===== src/hw/rtl/lssg_pkg.sv =====
// Shared types, constants and the sine table function of the log sine sweep generator.
`default_nettype none

package lssg_pkg;

   // Sine table: the top SINE_TABLE_BITS of the phase select one of 2^SINE_TABLE_BITS points
   // on the full wave; only the first quadrant, end point included, is stored.
   localparam int SINE_TABLE_BITS = 12;
   localparam int SINE_ADDR_BITS  = SINE_TABLE_BITS - 1;
   localparam int SINE_HALF       = 1 << (SINE_TABLE_BITS - 1);
   localparam int SINE_QUARTER    = 1 << (SINE_TABLE_BITS - 2);
   localparam int SINE_DEPTH      = SINE_QUARTER + 1;

   localparam int PHASE_BITS  = 48;
   localparam int INC_BITS    = 48;
   localparam int GROWTH_BITS = 48;
   localparam int AMP_BITS    = 24;
   localparam int DITHER_BITS = 17;
   localparam int SAMPLE_BITS = 24;
   localparam int MAG_BITS    = 23;

   localparam int CSR_INDEX_BITS = 4;
   localparam int CSR_DATA_BITS  = 48;

   localparam logic [INC_BITS-1:0]    START_INC_RESET = 48'd117281240296;
   localparam logic [INC_BITS-1:0]    END_INC_RESET   = 48'd117281240296107;
   localparam logic [GROWTH_BITS-1:0] GROWTH_RESET    = 48'd70368744177664;
   localparam logic [AMP_BITS-1:0]    AMP_RESET       = 24'd8388608;

   localparam logic [63:0] PI_Q30  = 64'd3373259426;
   localparam logic [63:0] Q30_ONE = 64'd1 << 30;
   localparam logic [63:0] MAG_MAX = 64'd8388607;

   typedef enum logic [CSR_INDEX_BITS-1:0] {
      CSR_START_INC = 4'd0,
      CSR_END_INC   = 4'd1,
      CSR_GROWTH    = 4'd2,
      CSR_AMPLITUDE = 4'd3
   } csr_index_type;

   typedef struct packed {
      logic signed [DITHER_BITS-1:0] dither;
      logic                          restart;
   } req_type;

   typedef struct packed {
      logic signed [SAMPLE_BITS-1:0] sample;
      logic                          active;
   } rsp_type;

   typedef struct packed {
      logic [INC_BITS-1:0]    start_increment;
      logic [INC_BITS-1:0]    end_increment;
      logic [GROWTH_BITS-1:0] growth_factor;
      logic [AMP_BITS-1:0]    amplitude;
   } cfg_type;

   // Sweep stage output: table address and sign of the half-wave.
   typedef struct packed {
      logic                          active;
      logic                          neg;
      logic [SINE_ADDR_BITS-1:0]     addr;
      logic signed [DITHER_BITS-1:0] dither;
   } tap_type;

   // Table stage output: unsigned sine magnitude.
   typedef struct packed {
      logic                          active;
      logic                          neg;
      logic [MAG_BITS-1:0]           mag;
      logic signed [DITHER_BITS-1:0] dither;
   } mag_type;

   typedef struct packed {
      logic load_mul;
      logic load_out;
   } scale_en_type;

   // First-quadrant sine in Q1.23, from a Taylor series to x^13 in Q30 arithmetic.
   // Only evaluated at elaboration to fill the table.
   function automatic logic [MAG_BITS-1:0] quarter_sine(input logic [SINE_ADDR_BITS-1:0] j);
      logic [63:0] x;
      logic [63:0] x2;
      logic [63:0] t;
      logic [63:0] s;
      logic [63:0] v;
      x  = (64'(j) * 64'd2 * PI_Q30) >> SINE_TABLE_BITS;
      x2 = (x * x) >> 30;
      t  = Q30_ONE;
      t  = Q30_ONE - ((x2 * t) >> 30) / 64'd156;
      t  = Q30_ONE - ((x2 * t) >> 30) / 64'd110;
      t  = Q30_ONE - ((x2 * t) >> 30) / 64'd72;
      t  = Q30_ONE - ((x2 * t) >> 30) / 64'd42;
      t  = Q30_ONE - ((x2 * t) >> 30) / 64'd20;
      t  = Q30_ONE - ((x2 * t) >> 30) / 64'd6;
      s  = (x * t) >> 30;
      v  = (s + 64'd64) >> 7;
      if (v > MAG_MAX) begin
         v = MAG_MAX;
      end
      return v[MAG_BITS-1:0];
   endfunction

endpackage

`default_nettype wire


===== src/hw/rtl/lssg_csr.sv =====
// Configuration registers of the log sine sweep generator.
`default_nettype none

module lssg_csr (
   input  wire logic                                clock,
   input  wire logic                                reset,
   input  wire logic                                write,
   input  wire logic [lssg_pkg::CSR_INDEX_BITS-1:0] index,
   input  wire logic [lssg_pkg::CSR_DATA_BITS-1:0]  data,
   output lssg_pkg::cfg_type                        cfg_ff
);

   lssg_pkg::cfg_type cfg_in;

   always_comb begin
      cfg_in = cfg_ff;
      if (write) begin
         unique case (index)
            lssg_pkg::CSR_START_INC: cfg_in.start_increment = data;
            lssg_pkg::CSR_END_INC:   cfg_in.end_increment   = data;
            lssg_pkg::CSR_GROWTH:    cfg_in.growth_factor   = data;
            lssg_pkg::CSR_AMPLITUDE: cfg_in.amplitude       = data[lssg_pkg::AMP_BITS-1:0];
            default:                 cfg_in = cfg_ff;
         endcase
      end
   end

   always_ff @(posedge clock) begin
      if (reset) begin
         cfg_ff.start_increment <= lssg_pkg::START_INC_RESET;
         cfg_ff.end_increment   <= lssg_pkg::END_INC_RESET;
         cfg_ff.growth_factor   <= lssg_pkg::GROWTH_RESET;
         cfg_ff.amplitude       <= lssg_pkg::AMP_RESET;
      end else begin
         cfg_ff <= cfg_in;
      end
   end

endmodule

`default_nettype wire


===== config.mk =====
export PLATFORM = sky130hd
export DESIGN_NAME = lssg_csr
export DESIGN_NICKNAME = d
export VERILOG_FILES = /design/src/hw/rtl/lssg_pkg.sv /design/src/hw/rtl/lssg_csr.sv
export SDC_FILE = /design/constraint.sdc
export NUM_CORES = 1
export LEC_CHECK = 0
export BUFFER_PORTS_ARGS = -buffer_cell sky130_fd_sc_hd__buf_2
export CAP_MARGIN = 25
export CORE_MARGIN = 4
export CORE_UTILIZATION = 54
export DETAILED_ROUTE_END_ITERATION = 10
export GPL_ROUTABILITY_DRIVEN = 0
export GPL_TIMING_DRIVEN = 0
export HOLD_SLACK_MARGIN = 0.02
export PLACE_DENSITY = 0.85
export SLEW_MARGIN = 40
export SYNTH_ARGS = -nofsm -noshare
export SYNTH_HDL_FRONTEND = slang
export SYNTH_SLANG_ARGS = --single-unit

===== constraint.sdc =====
create_clock -name clock -period 2.35 [get_ports clock]
set_input_delay 0.1175 -clock clock [delete_from_list [all_inputs] [get_ports clock]]
set_output_delay 0.1175 -clock clock [all_outputs]
set_load 0.005 [all_outputs]

# Word level (Yosys, flattened, before mapping)
# Cells that the tools add are included.
# word_totals
reg_bits,168
inputBits,55
output_inout_bits,168
elab_cells,12
# op_classes
eq_ne,3
n_reduce_logical,5
# op_table
cell,n
"equality test 4 x 2 -> 1 bit, second input constant",2
AND reduction 2 bit,4
"equality test 4 x 1 -> 1 bit, second input constant",1
logical NOT 4 bit,1

# Depth between registers and ports, before layout
# logic_depth
depth_word,2
depth_mapped,5
ltp_nobuf,3

# Least setup slack after synthesis
# No wires, ideal clock.
# synth_timing
path_kind,input -> register
start,input port index[0] (netlist name)
end,register cfg_ff[143] (netlist name)
setup_time_ns,0.072
t_arrival_ns,1.209
required_time_ns,2.278
path_slack_ns,1.069
stages,5
path_buffers,2
path_cell_list,nor4b_4 > nor2b_1 > buf_2 > buf_6 > mux2i_1
# synth_via
elab_chain_cells,2
# synth_lines
item,line_no,text
"start, declared",lssg_csr.sv:8,"input wire logic [lssg_pkg::CSR_INDEX_BITS-1:0] index,"
logical NOT 4 bit,lssg_csr.sv:18,unique case (index)
AND reduction 2 bit (no line),n/a,
"end signal, assigned",lssg_csr.sv:35,cfg_ff <= cfg_in;
"end, declared",lssg_csr.sv:10,output lssg_pkg::cfg_type cfg_ff
# No other way between the ends.
# A chain may end at the register's enable or synchronous reset.

==> flow_summary_export.csv <==
group,metric,value,unit
status,status,"finished clean",
critical_path,crit_type,"in -> reg",
grt,overflow,0,
drt,dr.pass1.iters,5,
drt,drt_iter0_drc,380,
drt,ant_nets,0,
floorplan,fp.dieH,119.4,µm
synthesis,synth_cells,640,
synthesis,async_reset_ff_share,0,%
floorplan,core,0.01206,mm²
synthesis,yosysTopAreaCell,"dfxtp_1",
critical_path,path_max_fanout,10,
grt,grt_max_degree,17,
final_layout,drive_above_1_share,29.11,%
sta,relSlewSlack,50.83,%
cts,h-tree-depth,4,
final_layout,largestRegisters,"cfg_ff (168)",
cts,cts_resized,0,
final_layout,fill_cells,865,
synthesis,yosys_warnings,0,
power_and_ir_drop,p_per_area,703.5,mW/mm²
final_layout,top_register,"cfg_ff",
final_layout,largest_reg_flops,168,
cts,root_buffer,"clkbuf_16",
cts,clkLatencyLatePin,0.43,ns
sta,tightest_slew,0.7376,ns
place,dpl.hpwl,14360,µm
floorplan,io_pins,223,
sta,rsz0062_at_grt,"false",
power_and_ir_drop,finalPower,6.350,mW
synthesis,netlist_area,0.006695,mm²
cts,clock_sinks,168,
synthesis,ys_types,16,
sta,setup_viol,0,
floorplan,die_x,119.4,µm
floorplan,die_area,0.01424,mm²
critical_path,cp.arrival,1.91,ns
sta,hold_viol,0,
cts,cts_buffer_depth,2,
critical_path,start_kind,"input pin",
synthesis,yosysTopAreaCellShare,50.23,%
sta,period_needed,1.578,ns
drt,vias_per_cell,5.202,
cts,clkTransAtPathRegs,0.07,ns
worst_hold_path,hp-class,"in -> reg",
floorplan,rows,40,
grt,grt_pass1_vias,5862,
grt,antenna_found_initial,2,
place,io_buffers,221,
final_layout,syn_to_final_growth,34.82,%
sta,finClkSkew,0,ns
run,max-cap-violations,0,
place,placed_cells,1029,
sta,setup-tns-final,0,ns
synthesis,synth_edf_count,0,
drt,drc,0,
final_layout,fin_nets,973,
final_layout,postLayoutCoreUtil,74.83,%
cts,tritoncts,"yes",
cts,cts_made_buffers,17,
grt,grt.total_usage,29.59,%
synthesis,synth_seq_cells,168,
sta,whs,0.03241,ns
sta,drv_slew,0,
drt,vias,5722,
power_and_ir_drop,p_leak,4.310,nW
critical_path,cp-end-kind,"flop",
synthesis,ys_seq_area_share,50.23,%
synthesis,syn-num-nets,695,
sta,fmaxAchievable,0.6337,GHz
grt,grt_pass1_wl,32560,µm
synthesis,synth_ff_type,"dfxtp_1",
drt,wl_per_cell,19.32,µm
synthesis,yosysMostFrequentCell,"dfxtp_1",
synthesis,syn_avg_cell_area,10.46,µm²
sta,fin_crit_sh,67.15,%
synthesis,synthTopCellsByCount,"dfxtp_1 (168), nand2b_1 (167), mux2i_1 (163)",
final_layout,fin_cells,1100,
floorplan,start_util,55.51,%
drt,routed_wl,21250,µm
synthesis,synth_area_leaders,"dfxtp_1 (50%), mux2i_1 (24%), nand2b_1 (16%), nor2_1 (4.4%), clkbuf_1 (1.6%)",
critical_path,crit_required,2.68,ns
power_and_ir_drop,ir_worst_vdd,517.2,µV
## power breakdown
part / switching [mW] / leakage [nW] / internal (mW)
Clock: 1.17 / 0.292 / 1.83
Sequential: 0.0206 / 1.36 / 2.88
Combinational: 0.235 / 2.66 / 0.209
Total: 1.42 / 4.31 / 4.93
## path summary, 6_finish.rpt
path | start | end | slack (ns) | depth (start not counted)
hold reg to reg | cfg_ff[112] | cfg_ff[112] | 0.47 | 2
setup reg to reg | cfg_ff[111] | cfg_ff[111] | 1.48 | 2
setup / recovery | reset | cfg_ff[111] | 0.77 | 5
hold / removal | data[18] | cfg_ff[42] | 0.03 | 3
## worst max-delay path, stage by stage
cell and delay, ns:
clkbuf_1 0.49, clkbuf_1 0.33, clkbuf_1 0.57, nor2_1 0.11, mux2i_1 0.28
## cells in the final DEF, fill, tap and decap left out
cell           netlist  final
and2_1               1      1
and4b_1              1      1
buf_2               13    234
buf_4                1      1
buf_6                4      4
bufinv_16            0      4
clkbuf_1            28     30
clkbuf_16            0     17
clkbuf_8             0      2
clkinv_2             0      1
clkinv_4             0      1
clkinvlp_4           0      5
dfxtp_1            168    168
diode_2              0      1
dlygate4sd3_1        0     38
mux2i_1            163    163
nand2_2              1      1
nand2b_1           167    167
nand4_1              1      1
nand4b_1             6      6
nor2_1              79     79
nor2b_1              1      1
nor4b_4              1      1
o21ai_0              5      5
## through the flow
step,instance area (µm²),setup slack (ns)
after floorplan,6695,1.069
after global placement,8011,0.4875
after detailed placement,8011,0.4055
after CTS,9024,0.8164
after global routing,9026,0.6853
final,9026,0.7720
## area by class of cell
type | instances | area (µm²) | share of cell area, %
Sequential cell | 168 | 3363 | 37.26
Multi-Input combinational cell | 426 | 3109 | 34.45
Timing Repair Buffer | 259 | 1486 | 16.47
Clock buffer | 21 | 460.4 | 5.101
Buffer | 46 | 222.7 | 2.467
Tap cell | 168 | 210.2 | 2.329
Clock inverter | 11 | 171.4 | 1.899
Antenna cell | 1 | 2.502 | 0.02772
## cells by family after synthesis
group,count (synthesis),synth area share (%)
AO/OA/AOI/OAI,5,0.3737
multiplexers,163,24.37
buffers and inverters,46,3.326
AND/OR/NAND/NOR,258,21.70
flip-flops,168,50.23
## routing by layer
metal  share of wire, %  vias up  track usage [%]
li1                   -     2664                -
met1                 41     2774            36.39
met2                 49      243            49.24
met3                8.2       41            9.164
met4                2.4        0            10.09
met5                  0        -                0
## repair_timing
item,CTS,global route
hold buffers,38,0
setup buffers,0,0
endpoints found under the hold margin,92,0
Power figures use the tool's default switching activity.
