### src/hw/rtl/lssg_pkg.sv
// Shared types, constants and the sine table function of the log sine sweep generator.
`default_nettype none

package lssg_pkg;

   // Sine table: the top SINE_TABLE_BITS of the phase select one of 2^SINE_TABLE_BITS points
   // on the full wave; only the first quadrant, end point included, is stored.
   localparam int SINE_TABLE_BITS = 12;
   localparam int SINE_ADDR_BITS  = SINE_TABLE_BITS - 1;
   localparam int SINE_HALF       = 1 << (SINE_TABLE_BITS - 1);
   localparam int SINE_QUARTER    = 1 << (SINE_TABLE_BITS - 2);
   localparam int SINE_DEPTH      = SINE_QUARTER + 1;

   localparam int PHASE_BITS  = 48;
   localparam int INC_BITS    = 48;
   localparam int GROWTH_BITS = 48;
   localparam int AMP_BITS    = 24;
   localparam int DITHER_BITS = 17;
   localparam int SAMPLE_BITS = 24;
   localparam int MAG_BITS    = 23;

   localparam int CSR_INDEX_BITS = 4;
   localparam int CSR_DATA_BITS  = 48;

   localparam logic [INC_BITS-1:0]    START_INC_RESET = 48'd117281240296;
   localparam logic [INC_BITS-1:0]    END_INC_RESET   = 48'd117281240296107;
   localparam logic [GROWTH_BITS-1:0] GROWTH_RESET    = 48'd70368744177664;
   localparam logic [AMP_BITS-1:0]    AMP_RESET       = 24'd8388608;

   localparam logic [63:0] PI_Q30  = 64'd3373259426;
   localparam logic [63:0] Q30_ONE = 64'd1 << 30;
   localparam logic [63:0] MAG_MAX = 64'd8388607;

   typedef enum logic [CSR_INDEX_BITS-1:0] {
      CSR_START_INC = 4'd0,
      CSR_END_INC   = 4'd1,
      CSR_GROWTH    = 4'd2,
      CSR_AMPLITUDE = 4'd3
   } csr_index_type;

   typedef struct packed {
      logic signed [DITHER_BITS-1:0] dither;
      logic                          restart;
   } req_type;

   typedef struct packed {
      logic signed [SAMPLE_BITS-1:0] sample;
      logic                          active;
   } rsp_type;

   typedef struct packed {
      logic [INC_BITS-1:0]    start_increment;
      logic [INC_BITS-1:0]    end_increment;
      logic [GROWTH_BITS-1:0] growth_factor;
      logic [AMP_BITS-1:0]    amplitude;
   } cfg_type;

   // Sweep stage output: table address and sign of the half-wave.
   typedef struct packed {
      logic                          active;
      logic                          neg;
      logic [SINE_ADDR_BITS-1:0]     addr;
      logic signed [DITHER_BITS-1:0] dither;
   } tap_type;

   // Table stage output: unsigned sine magnitude.
   typedef struct packed {
      logic                          active;
      logic                          neg;
      logic [MAG_BITS-1:0]           mag;
      logic signed [DITHER_BITS-1:0] dither;
   } mag_type;

   typedef struct packed {
      logic load_mul;
      logic load_out;
   } scale_en_type;

   // First-quadrant sine in Q1.23, from a Taylor series to x^13 in Q30 arithmetic.
   // Only evaluated at elaboration to fill the table.
   function automatic logic [MAG_BITS-1:0] quarter_sine(input logic [SINE_ADDR_BITS-1:0] j);
      logic [63:0] x;
      logic [63:0] x2;
      logic [63:0] t;
      logic [63:0] s;
      logic [63:0] v;
      x  = (64'(j) * 64'd2 * PI_Q30) >> SINE_TABLE_BITS;
      x2 = (x * x) >> 30;
      t  = Q30_ONE;
      t  = Q30_ONE - ((x2 * t) >> 30) / 64'd156;
      t  = Q30_ONE - ((x2 * t) >> 30) / 64'd110;
      t  = Q30_ONE - ((x2 * t) >> 30) / 64'd72;
      t  = Q30_ONE - ((x2 * t) >> 30) / 64'd42;
      t  = Q30_ONE - ((x2 * t) >> 30) / 64'd20;
      t  = Q30_ONE - ((x2 * t) >> 30) / 64'd6;
      s  = (x * t) >> 30;
      v  = (s + 64'd64) >> 7;
      if (v > MAG_MAX) begin
         v = MAG_MAX;
      end
      return v[MAG_BITS-1:0];
   endfunction

endpackage

`default_nettype wire

### src/hw/rtl/lssg_scale.sv
// Amplitude scaling, rounding, dither addition and saturation into the result register.
`default_nettype none

module lssg_scale (
   input  wire logic                                  clock,
   input  wire lssg_pkg::scale_en_type                en,
   input  wire logic [lssg_pkg::AMP_BITS-1:0]         amplitude,
   input  wire lssg_pkg::mag_type                     mag,
   output lssg_pkg::rsp_type                          rsp_ff
);

   localparam int SB = lssg_pkg::SAMPLE_BITS;
   localparam int DB = lssg_pkg::DITHER_BITS;

   logic signed [SB-1:0] sine_val;
   logic signed [48:0]   prod_full;
   logic signed [47:0]   prod_ff;
   logic signed [47:0]   prod_in;
   logic                 active_ff;
   logic signed [DB-1:0] dither_ff;

   logic signed [48:0]   rounded;
   logic signed [25:0]   scaled;
   logic signed [26:0]   summed;
   lssg_pkg::rsp_type    rsp_in;

   assign sine_val  = mag.neg ? -$signed({1'b0, mag.mag}) : $signed({1'b0, mag.mag});
   assign prod_full = 49'(sine_val) * $signed({25'd0, amplitude});
   // The magnitude of the product stays below 2^47.
   assign prod_in   = prod_full[47:0];

   always_ff @(posedge clock) begin
      if (en.load_mul) begin
         prod_ff   <= prod_in;
         active_ff <= mag.active;
         dither_ff <= mag.dither;
      end
   end

   // Round half up from Q2.46 to Q1.23, then add the dither and clamp.
   assign rounded = 49'(prod_ff) + 49'sd4194304;
   assign scaled  = rounded[48:23];
   assign summed  = 27'(scaled) + 27'(dither_ff);

   always_comb begin
      rsp_in.active = active_ff;
      if (!active_ff) begin
         rsp_in.sample = '0;
      end else if (summed > 27'sd8388607) begin
         rsp_in.sample = 24'sd8388607;
      end else if (summed < -27'sd8388608) begin
         rsp_in.sample = -24'sd8388608;
      end else begin
         rsp_in.sample = summed[SB-1:0];
      end
   end

   always_ff @(posedge clock) begin
      if (en.load_out) begin
         rsp_ff <= rsp_in;
      end
   end

endmodule

`default_nettype wire

### config.mk
export PLATFORM = sky130hd
export DESIGN_NAME = lssg_scale
export DESIGN_NICKNAME = d
export VERILOG_FILES = /design/src/hw/rtl/lssg_pkg.sv /design/src/hw/rtl/lssg_scale.sv
export SDC_FILE = /design/constraint.sdc
export NUM_CORES = 1
export LEC_CHECK = 0
export ABC_AREA = 1
export BUFFER_PORTS_ARGS = -buffer_cell sky130_fd_sc_hd__buf_2
export CAP_MARGIN = 20
export CORE_ASPECT_RATIO = 0.75
export CORE_UTILIZATION = 25
export DETAILED_ROUTE_END_ITERATION = 8
export PLACE_DENSITY_LB_ADDON = 0.15
export SLEW_MARGIN = 20
export SYNTH_ARGS = -nofsm -noshare
export SYNTH_HDL_FRONTEND = slang
export SYNTH_SLANG_ARGS = --single-unit
### constraint.sdc
create_clock -name clock -period 19.4 [get_ports clock]
set_clock_uncertainty 0.15 [all_clocks]
set_input_delay 0 -clock clock [delete_from_list [all_inputs] [get_ports clock]]
set_output_delay 0 -clock clock [all_outputs]
set_load 0.01 [all_outputs]
Word-level counts from Yosys, hierarchy flattened --
Index checks and enable logic that the tools add are counted.
Word-level totals: word-level logic and storage cells 17, input port bits 69, register bits 91
Operators by class: multiplexer cells 3, bitwise gates (word level) 1, multiply operators 1, $add $sub $neg 3, reductions and logical operators 1, $lt $le $gt $ge 2
Operators by type and width (number):
- 48-bit by 24-bit adder with 49-bit output, second input constant | 1
- 24-bit by 25-bit multiplier with 48-bit output | 1
- 24-bit 2-to-1 mux | 2
- 26-bit by 17-bit adder with 27-bit output | 1
- 27-bit by 24-bit greater-than comparator with 1-bit output, second input constant | 1
- 27-bit by 24-bit < comparator with 1-bit output, second input constant | 1
- 23-bit negation with 24-bit output | 1
- 23-bit 2-to-1 mux | 1
- 2-bit OR reduction | 1
- 1-bit NOT | 1

Logic depth before layout (Yosys ltp) --
Gate-level depths: netlist of run 1.
word-level depth 5, mapped depth 40, depth with buffers taken out 39

Worst setup path after synthesis of run 1 --
No wires, ideal clock.
path type in2reg, start input port mag[17] (netlist bit), end register prod_ff[47] (data pin), required time 18.996 ns, setup slack 12.686 ns, setup time 0.254 ns, arrival time 6.311 ns, cell stages on the path 29, cells stage by stage buf_6 > inv_4 > ha_1 > nand3_2 > nor2_2 > inv_2 > o41ai_4 > xor2_2 > buf_6 > nand2_1 > fa_1 > inv_1 > fa_1 > fa_1 > fa_1 > fa_1 > fa_1 > inv_1 > fa_1 > inv_1 > ha_1 > a21oi_1 > a21boi_0 > o21bai_1 > o21bai_1 > a21oi_1 > nand2_1 > nand2_1 > nand2_1
On the way: longest elaborated chain between the ends 3
RTL lines:
- from (decl) | RTL line lssg_scale.sv:8 | input wire lssg_pkg::mag_type mag,
- 23-bit negation with 24-bit output | RTL line lssg_scale.sv:27 | assign sine_val = mag.neg ? -$signed({1'b0, mag.mag}) : $signed({1'b0, mag.mag});
- 24-bit 2-to-1 mux (*) | RTL line lssg_scale.sv:27
- 24-bit by 25-bit multiplier with 48-bit output (*) | RTL line lssg_scale.sv:28 | assign prod_full = 49'(sine_val) * $signed({25'd0, amplitude});
- named net prod_full[47] | RTL line lssg_scale.sv:16 | logic signed [48:0] prod_full;
- to (signal assigned) | RTL line lssg_scale.sv:34 | prod_ff <= prod_in;
- to (decl) | RTL line lssg_scale.sv:17 | logic signed [47:0] prod_ff;
Mark *: on every way through the listed nets, which the timed path passes. The rest lies on a longest branch. A chain may end at the register's enable or synchronous reset.

Worst setup path in the final report of run 1 --
start input port mag[17] (netlist bit), end register prod_ff[41] (data pin)
Same word-level chain as after synthesis.

==> results of run 1 <==
-- registers in the layout (all words and copies together) (netlist names) --
| name | flops |
|---|---|
| rsp_ff | 25 |
| prod_ff | 26 |
| active_ff | 1 |
| dither_ff | 17 |
-- critical path, delay by kind of cell --
family	cells	cell delay, ps
fa+ha+maj	9	4090
simple gates	13	2490
buf+inv	6	1390
compound gates	3	510
-- synthesized netlist by cell type, types with 2 or more instances --
library cell,count
a21oi_2,2
o21a_1,3
nor3_1,20
inv_2,8
and2_1,2
nor2_2,8
nand3_1,77
nor3_2,3
nand3b_1,2
nand2_1,754
fa_1,482
inv_1,747
nor4_1,8
nand3_2,6
o211ai_1,2
and3_1,3
buf_6,7
buf_1,4
buf_2,28
xnor2_1,24
xor2_1,51
or2_2,5
nor4_2,2
nand4_1,14
o21ai_1,3
buf_4,3
o21bai_1,15
nor2_1,329
a21boi_0,3
clkbuf_1,59
a21o_1,8
o21ai_0,33
ha_1,220
a31oi_1,12
clkinv_1,3
edfxtp_1,69
a21oi_1,68
nand2_2,14
-- layout make-up --
cell class / instances / area, µm² / area share, %
repair buffers: 133 / 813 / 3.04
multi-input cells: 2183 / 19100 / 71.3
inverters: 759 / 2850 / 10.7
clock buffers: 9 / 225 / 0.842
flip-flops and latches: 69 / 2070 / 7.74
well taps: 1300 / 1630 / 6.08
clock inverters: 7 / 97.6 / 0.365
-- repair_timing --
item / CTS / global route
hold buffers: 18 / 0
hold endpoints to repair: 18 / 0
buffers inserted: 0 / 0
-- stage by stage --
stage / worst slack, ps / instances / util [%]
final: 10840 / 4460 / 27.9
after CTS: 11020 / 4460 / 27.9
after detailed placement: 10650 / 4426 / 27.3
after global routing: 10360 / 4460 / 27.9
after global placement: 10700 / 4426 / 27.3
after floorplan: 12690 / 3112 / -
-- cells by family after synthesis --
family	after synthesis	synth area share, %
AOI/OAI and AO/OA	154	3.70
and+or+nand+nor	1251	20.7
DFF	69	8.48
xor gates and xnor gates	76	2.76
adders and majority gates	702	50.8
buffers and inverters	860	13.6
-- metal layers --
| layer | up-vias | routed length (µm) | GRT usage, % | share of wire [%] |
|---|---|---|---|---|
| met3 | 60 | 6550 | 3.41 | 7.3 |
| li1 | 9234 | - | - | - |
| met5 | - | 0 | 0 | 0 |
| met2 | 566 | 36900 | 27.6 | 41 |
| met4 | 0 | 1280 | 2.80 | 1.4 |
| met1 | 9995 | 45600 | 28.8 | 50 |
-- final timing paths --
check,from,end,slack [ps],cells after the start
setup / recovery,mag[17],prod_ff[41],10840,31
hold / removal,en[0],rsp_ff[0],40,1
setup reg to reg,prod_ff[23],rsp_ff[13],14790,19
hold reg to reg,dither_ff[0],rsp_ff[1],570,3
==> impl_metrics.py, run 1 <==
metrics = {
    "critical_path": {
        "cpMaxStageDelayCell": "inv_1",
        "critPathCaptureType": "register",
        "cp-start-kind": "input port",
        "criticalPathCategory": "input port to register",
        "required_ps": 19350,
        "max_stage_delay_ps": 600,
        "critPathArrivalTime_ps": 8500,
        "cp_max_fo": 25,
    },
    "timing": {
        "relSlewSlack_pct": 30.0,
        "setup_viol_count_final": 0,
        "hold_violations": 0,
        "maxSlewViolCount": 0,
        "hold_ws_ps": 36.5,
        "tns_ps": 0,
        "period_minus_slack_ps": 8560,
        "worst_slew_pin_slew_ps": 1050,
        "rsz0062_at_grt": "false",
        "period_share_pct": 44.1,
        "max_clock_freq_mhz": 117,
    },
    "synthesis": {
        "ys_top_cells_by_area": "fa_1, nand2_1, inv_1, ha_1, edfxtp_1",
        "ys.flop_type": "edfxtp_1",
        "syn-num-nets": 3883,
        "synth-warning-count": 0,
        "yosys.area.top_type": "fa_1",
        "synth_edf_count": 69,
        "synth_top_area_share_pct": 39.5,
        "netlist_area_mm2": 0.0244,
        "ys_ff_latch": 69,
        "yosysUniqueCellTypes": 49,
        "syn_avg_cell_area_um2": 7.85,
        "syn_inst": 3112,
        "ys_seq_area_share_pct": 8.48,
        "ys_async_sr_fraction_pct": 0,
    },
    "drt": {
        "post-route-drc-count": 0,
        "final_antenna_net_count": 0,
        "vias_per_cell": 4.45,
        "vias": 19855,
        "drt_wl_total_um": 90300,
        "drtPass1Iterations": 6,
        "drt_iter0_markers": 1614,
        "wl_per_cell_um": 20.3,
    },
    "die": {
        "dieWidth_um": 363,
        "std_cell_rows": 98,
        "start_util_pct": 25.4,
        "dieArea_mm2": 0.0990,
        "core_area_mm2": 0.0960,
        "die_y_um": 273,
        "pin_count": 94,
    },
    "finish": {
        "drive_above_1_share_pct": 5.85,
        "fill_cells": 10692,
        "nNetsFinal": 3926,
        "design_area_mm2": 0.0268,
        "layout_common_cells": "nand2_1, inv_1, fa_1",
        "layout_commonest_cell": "nand2_1",
        "syn_to_final_growth_pct": 9.57,
        "diodes": 0,
    },
    "grt": {
        "grt_pass1_vias": 21016,
        "antenna_found_initial": 4,
        "grt_pass1_wl_um": 138000,
        "grt_max_degree": 45,
        "track_usage_pct": 18.8,
        "grt-ovfl-total": 0,
    },
    "clock_tree": {
        "cts.htree.levels": 3,
        "clockBufferDepth": 2,
        "insertion_delay_ps": 340,
        "cts.repair.resized": 0,
        "cts_tree": "yes",
        "clock_sinks": 69,
        "path_clk_slew_ps": 60,
        "cts_root_buf": "clkbuf_16",
        "cts_buffers": 9,
    },
    "worst_hold_path": {
        "hold_path_class": "input port to register",
    },
    "run_status": {
        "status": "completed",
    },
    "place": {
        "gp_congestion": 0.858,
        "place_hpwl_um": 74400,
        "port_buffers": 93,
        "postPlaceCellArea_mm2": 0.0263,
    },
    "job": {
        "drv_cap": 0,
    },
}
Power of run 1 is not shown: default switching activity piles up to over one toggle a cycle in this logic, so the estimate is an artifact.
==> run 2: changes to the inputs <==
==> constraint.sdc (replaced) <==
create_clock -name clock -period 8.2 [get_ports clock]
set_clock_uncertainty 0.15 [all_clocks]
set_input_delay 0 -clock clock [delete_from_list [all_inputs] [get_ports clock]]
set_output_delay 0 -clock clock [all_outputs]
set_load 0.01 [all_outputs]
==> impl_metrics.py, run 2 (same netlist as run 1, synthesis figures left out) <==
metrics = {
    "critical_path": {
        "cpMaxStageDelayCell": "fa_1",
        "critPathCaptureType": "register",
        "required_ps": 8140,
        "cp_max_fo": 12,
        "crit_path_start": "mag[18]",
        "criticalPathCategory": "input port to register",
        "cp-start-kind": "input port",
        "max_stage_delay_ps": 580,
        "r2r-start": "prod_ff[27]",
        "critPathArrivalTime_ps": 7350,
    },
    "drt": {
        "post-route-drc-count": 0,
        "wl_per_cell_um": 19.6,
        "final_antenna_net_count": 0,
        "drtPass1Iterations": 5,
        "drt_wl_total_um": 87900,
        "vias_per_cell": 4.42,
        "drt_iter0_markers": 1439,
        "vias": 19867,
    },
    "die": {
        "die_y_um": 273,
        "dieArea_mm2": 0.0990,
        "core_area_mm2": 0.0960,
        "pin_count": 94,
        "start_util_pct": 25.4,
        "std_cell_rows": 98,
        "dieWidth_um": 363,
    },
    "timing": {
        "period_share_pct": 90.4,
        "tns_ps": 0,
        "rsz0062_at_grt": "false",
        "period_minus_slack_ps": 7410,
        "maxSlewViolCount": 0,
        "max_clock_freq_mhz": 135,
        "relSlewSlack_pct": 30.7,
        "setup_viol_count_final": 0,
        "worst_slew_pin_slew_ps": 1040,
        "hold_violations": 0,
    },
    "job": {
        "drv_cap": 0,
    },
    "clock_tree": {
        "path_clk_slew_ps": 60,
        "cts.htree.levels": 3,
        "cts.repair.resized": 0,
        "clockBufferDepth": 2,
        "clock_sinks": 69,
        "cts_tree": "yes",
        "cts_buffers": 9,
        "cts_root_buf": "clkbuf_16",
        "insertion_delay_ps": 350,
    },
    "grt": {
        "antenna_found_initial": 2,
        "grt_pass1_wl_um": 136000,
        "grt_pass1_vias": 21214,
        "grt-ovfl-total": 0,
        "track_usage_pct": 18.4,
        "grt_max_degree": 45,
    },
    "finish": {
        "drive_above_1_share_pct": 6.85,
        "largest-register": "prod_ff",
        "largest_reg_flops": 26,
        "syn_to_final_growth_pct": 10.6,
        "design_area_mm2": 0.0270,
        "layout_commonest_cell": "nand2_1",
        "fill_cells": 10678,
        "reg_top3": "prod_ff (26), rsp_ff (25), dither_ff (17)",
        "layout_common_cells": "nand2_1, inv_1, fa_1",
        "diodes": 0,
        "nNetsFinal": 3961,
        "finalNonFillerCells": 4495,
    },
    "place": {
        "place_inst": 4461,
        "postPlaceCellArea_mm2": 0.0265,
        "place_hpwl_um": 75400,
        "gp_congestion": 0.885,
        "port_buffers": 93,
    },
    "worst_hold_path": {
        "min-delay-start": "en[0]",
        "hold_path_class": "input port to register",
    },
    "run_status": {
        "status": "completed",
    },
}
[run 2: final cells by class]
type / instances / area (µm²) / share of cell area [%]
multi-input cells: 2183 / 19100 / 70.5
repair buffers: 168 / 1100 / 4.07
flip-flops and latches: 69 / 2070 / 7.67
clock buffers: 10 / 229 / 0.847
inverters: 759 / 2850 / 10.6
well taps: 1300 / 1630 / 6.02
clock inverters: 6 / 87.6 / 0.324
[run 2: repair_timing]
item	4_1_cts	5_1_grt
setup buffers	0	0
hold buffers	18	0
hold endpoints to repair	18	0
[run 2: per-stage QoR]
stage	util (%)	worst slack, ps	hold slack [ps]
after floorplan	-	1490	-51.1
after global placement	27.6	377	27.1
after global routing	28.1	374	54.6
after CTS	28.1	815	31.1
final	28.1	785	35.2
after detailed placement	27.6	448	28.1
[run 2: worst paths after layout]
path / slack [ps] / cells past startpoint / end
worst max-delay path: 790 / 32 / prod_ff[32]
worst min-delay path: 40 / 1 / rsp_ff[0]
worst max register to register: 3630 / 18 / rsp_ff[12]
worst min register to register: 560 / 3 / rsp_ff[1]
[run 2: critical path: cells and delay by family]
kind,cells,cell delay (ps)
compound gates,1,130
xor+xnor,2,310
fa+ha+maj,9,4130
buf+inv,8,1000
simple gates,12,1750
[run 2: layer usage]
layer  up-vias  part of all wire (%)  global-route usage (%)
li1       9305                     -                       -
met4         0                  0.57                    1.43
met2       523                    42                    28.0
met5         -                     0                       0
met3        25                   6.9                    3.19
met1     10014                    51                    28.1
Power of run 2 is left out for the same reason.
==> run 3: changes to the inputs <==
--- a/config.mk
+++ b/config.mk
@@ -12,6 +12,7 @@
 export CORE_UTILIZATION = 25
 export DETAILED_ROUTE_END_ITERATION = 8
 export PLACE_DENSITY_LB_ADDON = 0.15
+export RECOVER_POWER = 100
 export SLEW_MARGIN = 20
 export SYNTH_ARGS = -nofsm -noshare
 export SYNTH_HDL_FRONTEND = slang
==> impl_metrics.py, run 3 (same netlist as run 1, synthesis figures left out) <==
metrics = {
    "die": {
        "dieWidth_um": 363,
        "std_cell_rows": 98,
        "start_util_pct": 25.4,
        "pin_count": 94,
        "die_y_um": 273,
        "core_area_mm2": 0.0960,
        "dieArea_mm2": 0.0990,
    },
    "place": {
        "port_buffers": 93,
        "place_hpwl_um": 75400,
        "gp_congestion": 0.885,
        "place_inst": 4461,
    },
    "timing": {
        "relSlewSlack_pct": -69.6,
        "max_clock_freq_mhz": 133,
        "hold_violations": 0,
        "setup_viol_count_final": 0,
        "period_share_pct": 92.0,
        "tns_ps": 0,
        "worst_slew_pin_slew_ps": 2540,
        "period_minus_slack_ps": 7550,
        "maxSlewViolCount": 45,
        "rsz0062_at_grt": "false",
    },
    "finish": {
        "final_util_pct": 28.1,
        "multi_input_area_mm2": 0.0190,
        "drive_above_1_share_pct": 5.67,
        "finalNonFillerCells": 4495,
        "reg_top3": "prod_ff (26), rsp_ff (25), dither_ff (17)",
        "fill_cells": 10703,
        "layout_commonest_cell": "nand2_1",
        "syn_to_final_growth_pct": 10.3,
        "largest-register": "prod_ff",
        "seq_area_mm2": 0.00207,
        "diodes": 0,
        "layout_common_cells": "nand2_1, inv_1, fa_1",
        "largest_reg_flops": 26,
        "nNetsFinal": 3961,
    },
    "clock_tree": {
        "path_clk_slew_ps": 60,
        "cts_root_buf": "clkbuf_16",
        "cts_buffers": 9,
        "cts.repair.resized": 0,
        "cts_tree": "yes",
        "cts.htree.levels": 3,
        "insertion_delay_ps": 350,
        "clock_sinks": 69,
        "clockBufferDepth": 2,
    },
    "drt": {
        "final_antenna_net_count": 0,
        "post-route-drc-count": 0,
        "vias": 19779,
        "wl_per_cell_um": 19.6,
        "drt_iter0_markers": 1386,
        "drt_wl_total_um": 87900,
        "vias_per_cell": 4.40,
        "drtPass1Iterations": 7,
    },
    "critical_path": {
        "critPathCaptureType": "register",
        "cp_max_fo": 12,
        "cp-start-kind": "input port",
        "max_stage_delay_ps": 580,
        "required_ps": 8140,
        "critPathArrivalTime_ps": 7480,
        "cpMaxStageDelayCell": "fa_1",
        "criticalPathCategory": "input port to register",
    },
    "run_status": {
        "violations": "capacitance limit, slew limit",
        "status": "finished, violations left",
    },
    "job": {
        "drv_cap": 1,
    },
    "grt": {
        "grt_max_degree": 45,
        "grt-ovfl-total": 0,
        "grt_pass1_wl_um": 136000,
        "antenna_found_initial": 2,
        "grt_pass1_vias": 21214,
        "track_usage_pct": 18.4,
    },
    "worst_hold_path": {
        "hold_path_class": "input port to register",
    },
}
[run 3: layout make-up]
type,count,share of cell area [%]
Multi-Input combinational cell,2183,70.6
Inverter,759,10.6
Sequential cell,69,7.69
Tap cell,1300,6.04
Timing Repair Buffer,168,3.92
Clock buffer,10,0.850
Clock inverter,6,0.325
[run 3: what timing repair did]
| action | CTS | global route |
|---|---|---|
| endpoints found under the hold margin | 18 | 0 |
| hold buffers | 18 | 0 |
| buffers inserted | 0 | 0 |
| setup endpoints to repair | 0 | 0 |
[run 3: path summary, 6_finish.rpt]
path / startpoint / to / slack [ps] / cells after the start
setup reg to reg: prod_ff[23] / rsp_ff[8] / 3320 / 22
hold reg to reg: dither_ff[0] / rsp_ff[1] / 560 / 3
hold / removal: mag[6] / dither_ff[6] / 210 / 2
setup / recovery: mag[18] / prod_ff[32] / 650 / 32
[run 3: worst max-delay path: cells and delay by family]
| kind | cells | cell delay [ps] |
|---|---|---|
| adders and majority gates | 9 | 4140 |
| xor gates and xnor gates | 2 | 300 |
| and+or+nand+nor | 12 | 1890 |
| AOI/OAI and AO/OA | 1 | 130 |
| buffers and inverters | 8 | 1010 |
[run 3: metal layers]
metal / up-vias / wire [µm] / track usage [%]
met1: 9968 / 44600 / 28.1
met2: 484 / 36900 / 28.0
met5: - / 0 / 0
met3: 25 / 5830 / 3.19
li1: 9302 / - / -
met4: 0 / 506 / 1.43
[run 3: per-stage QoR]
step | worst slack (ps) | hold slack [ps] | cell area, µm²
6_report | 654 | 210 | 26900
5_1_grt | 208 | 204 | 26900
4_1_cts | 815 | 31.1 | 27000
2_1_floorplan | 1490 | -51.1 | 24400
3_3_place_gp | 377 | 27.1 | 26500
3_5_place_dp | 448 | 28.1 | 26500
Power of run 3 is left out for the same reason.
